[config.mk]
export PLATFORM = sky130hd
export DESIGN_NAME = whb_cell
export DESIGN_NICKNAME = d
export VERILOG_FILES = /design/src/rtl/whb_pkg.sv /design/src/rtl/whb_cell.sv
export SDC_FILE = /design/constraint.sdc
export NUM_CORES = 1
export LEC_CHECK = 0
export BUFFER_PORTS_ARGS = -buffer_cell sky130_fd_sc_hd__buf_2
export CAP_MARGIN = 20
export CORE_AREA = 2 2 211 213
export DETAILED_ROUTE_END_ITERATION = 7
export DIE_AREA = 0 0 213 215
export PLACE_DENSITY = 0.48
export SETUP_SLACK_MARGIN = 0.02
export SLEW_MARGIN = 15
export SYNTH_ARGS = -nofsm -noshare
export SYNTH_HDL_FRONTEND = slang
export SYNTH_SLANG_ARGS = --single-unit
[constraint.sdc]
create_clock -name clk -period 8.1 [get_ports clk]
set_clock_uncertainty 0.1 [all_clocks]
set_input_delay 1.62 -clock clk [delete_from_list [all_inputs] [get_ports clk]]
set_output_delay 1.62 -clock clk [all_outputs]
set_load 0.03 [all_outputs]
[src/rtl/whb_pkg.sv]
`timescale 1ns / 1ps
// ----------------------------------------------------------------------------
// whb_pkg
// Types and constants shared by the water hydrogen-bond pair detector.
// ----------------------------------------------------------------------------
package whb_pkg;

  localparam int CoordW  = 20;             // signed Q10.10 coordinate
  localparam int BoxW    = 19;             // unsigned box length
  localparam int DistW   = 40;             // squared O-O cutoff
  localparam int CosW    = 17;             // cos^2 cutoff, Q1.16
  localparam int CosFrac = 16;
  localparam int IdxW    = 6;              // water_index / tag width
  localparam int MaskW   = 64;
  localparam int CfgIdxW = 3;
  localparam int PairLat = 7;              // pair unit latency in cycles

  localparam logic [BoxW-1:0]  BoxReset  = BoxW'(30720);
  localparam logic [DistW-1:0] DistReset = DistW'(12845056);
  localparam logic [CosW-1:0]  CosReset  = CosW'(49152);

  // configuration register indexes
  localparam logic [CfgIdxW-1:0] CfgBoxX    = 3'd0;
  localparam logic [CfgIdxW-1:0] CfgBoxY    = 3'd1;
  localparam logic [CfgIdxW-1:0] CfgBoxZ    = 3'd2;
  localparam logic [CfgIdxW-1:0] CfgDistCut = 3'd3;
  localparam logic [CfgIdxW-1:0] CfgCosCut  = 3'd4;

  typedef logic signed [CoordW-1:0] coord_t;
  typedef coord_t [2:0] vec_t;

  typedef struct packed {
    vec_t ox;
    vec_t oh1;
    vec_t oh2;
  } water_t;

  typedef struct packed {
    logic [2:0][BoxW-1:0] box;
    logic [DistW-1:0]     dist_cut;
    logic [CosW-1:0]      cos_cut;
  } cfg_t;

  typedef struct packed {
    logic            valid;
    logic [IdxW-1:0] tag;
    water_t          rec;
  } pair_req_t;

  typedef struct packed {
    logic            valid;
    logic [IdxW-1:0] tag;
    logic            bond;
  } pair_rsp_t;

  typedef struct packed {
    logic                     start_frame;
    logic signed [CoordW-1:0] oxygen_x;
    logic signed [CoordW-1:0] oxygen_y;
    logic signed [CoordW-1:0] oxygen_z;
    logic signed [CoordW-1:0] hyd1_x;
    logic signed [CoordW-1:0] hyd1_y;
    logic signed [CoordW-1:0] hyd1_z;
    logic signed [CoordW-1:0] hyd2_x;
    logic signed [CoordW-1:0] hyd2_y;
    logic signed [CoordW-1:0] hyd2_z;
  } whb_in_t;

  typedef struct packed {
    logic [IdxW-1:0]  water_index;
    logic [MaskW-1:0] bond_mask;
    logic [IdxW-1:0]  bond_count;
    logic             overflow;
  } whb_out_t;

  typedef enum logic [1:0] {
    ST_IDLE,
    ST_SCAN,
    ST_DRAIN,
    ST_FINISH
  } state_t;

  // minimum image: one conditional box add/sub, then saturate
  function automatic coord_t min_img(logic signed [CoordW:0] d, logic [BoxW-1:0] box);
    logic signed [CoordW+2:0] de;
    logic signed [CoordW+2:0] d2;
    logic signed [CoordW+2:0] bx;
    logic signed [CoordW+2:0] r;
    de = (CoordW+3)'(d);
    d2 = de <<< 1;
    bx = $signed({{(CoordW+3-BoxW){1'b0}}, box});
    if (d2 >= bx) begin
      r = de - bx;
    end else if (d2 <= -bx) begin
      r = de + bx;
    end else begin
      r = de;
    end
    if (r[CoordW+2:CoordW-1] == '0 || r[CoordW+2:CoordW-1] == '1) begin
      min_img = r[CoordW-1:0];
    end else if (r[CoordW+2]) begin
      min_img = {1'b1, {(CoordW-1){1'b0}}};
    end else begin
      min_img = {1'b0, {(CoordW-1){1'b1}}};
    end
  endfunction

endpackage

[src/rtl/whb_cell.sv]
`timescale 1ns / 1ps
// ----------------------------------------------------------------------------
// whb_cell
// One storage cell of the water ring; shifts to its neighbor or loads.
// ----------------------------------------------------------------------------
module whb_cell (
  input  logic            clk,
  input  logic            shift_en,
  input  whb_pkg::water_t shift_in,
  input  logic            load_en,
  input  whb_pkg::water_t load_data,
  output whb_pkg::water_t q
);
  import whb_pkg::*;

  water_t q_r;

  always_ff @(posedge clk) begin
    if (load_en) begin
      q_r <= load_data;
    end else if (shift_en) begin
      q_r <= shift_in;
    end
  end

  assign q = q_r;

endmodule

; Word-level counts from Yosys, hierarchy flattened
; Index checks and enable logic that the tools add are counted.
[word_totals]
ff_bits = 180
latch_bits = 0
mem_bits_rw = 0
rom_bits = 0
inputBits = 363
out_inout_bits = 180
elab_cells = 12
n_memories = 0
[op_classes]
n_addsub = 0
mul = 0
n_div = 0
n_lt_le_gt_ge = 0
eq_ne = 0
shift = 0
muxes = 2
n_bitwise = 0
n_reduce_logical = 1
[ops]
columns = op, count
row1 = $mux W180, 2
row2 = $reduce_bool A2 Y1, 1

; Depth between registers and ports, before layout
[depth]
ltp_word = 2
depth_mapped = 4
ltp_nobuf = 1

; Least setup slack after synthesis
; OpenSTA, ideal clock, no wires.
[synth_path]
kind = input to register
startpoint = input port load_en
endpoint = register q_r (netlist bit q[0]), enable pin
setup_ns = 0.553
t_arrival_ns = 5.978
t_required_ns = 7.447
path_slack_ns = 1.469
path_stages = 4
n_path_buf = 3
cell_sequence = buf_6 > buf_6 > buf_6 > or2_1
[synth_between]
elab_chain_cells = 1
[synth_rtl]
columns = item, line
row1 = from (decl), whb_cell.sv:10  ; input logic load_en,
row2 = $reduce_bool A2 Y1 (no source line), -
row3 = to (signal assigned), whb_cell.sv:20  ; q_r <= load_data;
row4 = to (signal assigned), whb_cell.sv:22  ; q_r <= shift_in;
row5 = to (decl), whb_cell.sv:16  ; water_t q_r;
; Every way passes these cells.
; A chain may end at the register's enable or synchronous reset.

; Worst setup path in the final report
[layout_path]
startpoint = input port load_en
endpoint = register q_r (netlist bit q[177]) (data pin)
[layout_between]
elab_chain_cells = 1
[layout_rtl]
columns = item, line
row1 = $mux W180, whb_cell.sv:19  ; if (load_en) begin
; Every way passes these cells.

==> results.txt <==
Die width = 213 µm
Total of fill cells in the finished design = 4520
Clock-pin slew on the worst setup and hold paths = 0.07 ns
Max Buffers Root-to-Sink = 2
Area leader, netlist = edfxtp_1
RSZ-0062 raised after global routing = no
Post-CTS sizing = 0
CP Data Required Time = 8.22 ns
Vias in the first global route = 5706
Post-synthesis sequential area ratio = 68.1%
Tmin final = 3.61 ns
WP data arrival = 3.74 ns
Register area = 5410 µm²
Sw Pwr = 0.738 mW
WS Path Type = primary input to flop
DRT Wirelength = 24600 µm
Seq cells post-synth = 180
Worst-path fanout max = 44
H-tree levels = 4
Share of cells above drive strength 1 = 80.6%
Final setup vio count = 0
Synthesis-to-finish area growth = 49.1%
Internal power = 1.81 mW
Largest register FFs = 180
Clock share of power = 32.1%
N_diodes = 0
DR vias/cell = 3.59
Port buffer count = 542
Vias = 5503
MaxCap Viol Count = 0
Core Box Area = 43600 µm²
First-pass GRT wire length = 34000 µm
Synth Warn # = 0
Antenna-violating nets left = 0
Synth Instances = 381
Ys flop type = edfxtp_1
Die Ht = 215 µm
Ports = 543
Slew headroom = 35.6%
CTS tree = yes
Grt total ovfl = 0
Top cell type's share of synthesized area = 68.1%
Gp weighted congestion = 0.731
Clock sinks = 180
TritonCTS buffer count = 17
DR iter-0 viols = 179
Final Max Tran Viols = 0
Final hold slack = 1.35 ns
Lkg Pwr = 5.35 nW
Die area = 45800 µm²
Multi-input logic area = 2370 µm²
Root Driver = clkbuf_16
Switching share of power = 29.0%
Status = completed
Worst Tran Pin Value = 0.966 ns
Post-Syn Area = 7940 µm²
Final #Nets = 1290
Most frequent cell after synthesis = edfxtp_1
Number of flops mapped to enable cells by yosys = 180
Syn Nets = 744
CP endpoint kind = flop
Peak VDD IR = 0.000130 V
Share of power burned in registers = 46.0%
Final std cells w/o fill = 1531
First drt pass iteration count = 4
Post-DP HPWL = 19600 µm
Avg Cell Area, Syn = 20.8 µm²
Synth async-reset ratio = 0%
Cts hold-fix bufs = 0
Ratio of final minimum period to clock period = 44.6%
Wirelength per Cell = 16.1 µm
# Post-CTS Setup Buffers = 0
Initial antenna violation count = 3
Hold Crit Class = primary input to flop
GRT Overall Usage = 10.4%
Largest net degree at the start of global routing = 74
PD cells = 215 nW/µm²
Startpoint Class = primary input
TNS Setup = 0 ns
DR DRC count = 0
Post-synthesis cell type count = 6
Final hold violations = 0
Synth top area cells = edfxtp_1 (68%), mux2_4 (17%), mux2_2 (13%)
Gate power share = 21.9%
# rows = 77
Fmax = 277 MHz
Post-synth top cells = edfxtp_1 (180), mux2_2 (91), mux2_4 (89), buf_6 (11), buf_2 (9)
Starting Density = 18.2%
Placed Cells incl. Taps = 1500
==> path summary, 6_finish.rpt <==
kind,startpoint,end,slack (ns),cells past startpoint
min,shift_in[105],q[105],1.35,2
max,load_en,q[177],4.49,4
==> worst max-delay path, stage by stage <==
cell and delay [ns]:
buf_8 0.28, buf_4 0.69, buf_4 0.68, mux2_2 0.40
==> kinds of logic after synthesis <==
| family | after synthesis | synth area share [%] |
|---|---|---|
| flip-flops | 180 | 68.1 |
| buffers and inverters | 20 | 2.13 |
| multiplexers | 180 | 29.7 |
| AND/OR/NAND/NOR | 1 | 0.0788 |
==> area by class of cell <==
class / instances / area share [%]
multi-input cells: 181 / 20.0
repair buffers: 547 / 23.3
flip-flops and latches: 180 / 45.6
clock inverters: 14 / 1.18
well taps: 592 / 6.26
clock buffers: 17 / 3.59
==> per-stage QoR <==
step / setup slack (ns) / utilization, % / power, mW / cell area [µm²]
floorplan: 1.47 / - / 1.54 / 7940
CTS: 4.48 / 27.1 / 2.60 / 11800
global route: 4.39 / 27.1 / 2.66 / 11800
finish: 4.49 / 27.1 / 2.54 / 11800
detailed placement: 3.95 / 25.8 / 1.76 / 11300
global placement: 3.96 / 25.8 / 1.76 / 11300
==> power by group through the flow <==
stage / logic, mW / clock network (mW) / registers (mW)
global placement: 0.568 / 0 / 1.19
detailed placement: 0.567 / 0 / 1.19
finish: 0.557 / 0.816 / 1.17
global route: 0.590 / 0.886 / 1.18
floorplan: 0.130 / 0 / 1.41
CTS: 0.568 / 0.856 / 1.17
==> per-layer routing <==
layer	global-route usage, %	routed length [µm]	vias to the layer above
met5	0	46	-
met4	4.08	387	6
met3	5.77	3080	24
met2	18.2	12300	331
met1	10.2	8830	2553
li1	-	-	2589
==> cell usage in the layout, fill, tap and decap left out <==
cell type	n
mux2_2	91
edfxtp_1	180
clkinv_2	3
or2_4	1
bufinv_16	2
buf_4	5
clkinv_1	2
clkinv_4	4
mux2_4	89
clkbuf_16	17
buf_2	541
buf_8	1
clkinvlp_4	3
Note: power is estimated with default switching activity, not from simulation.
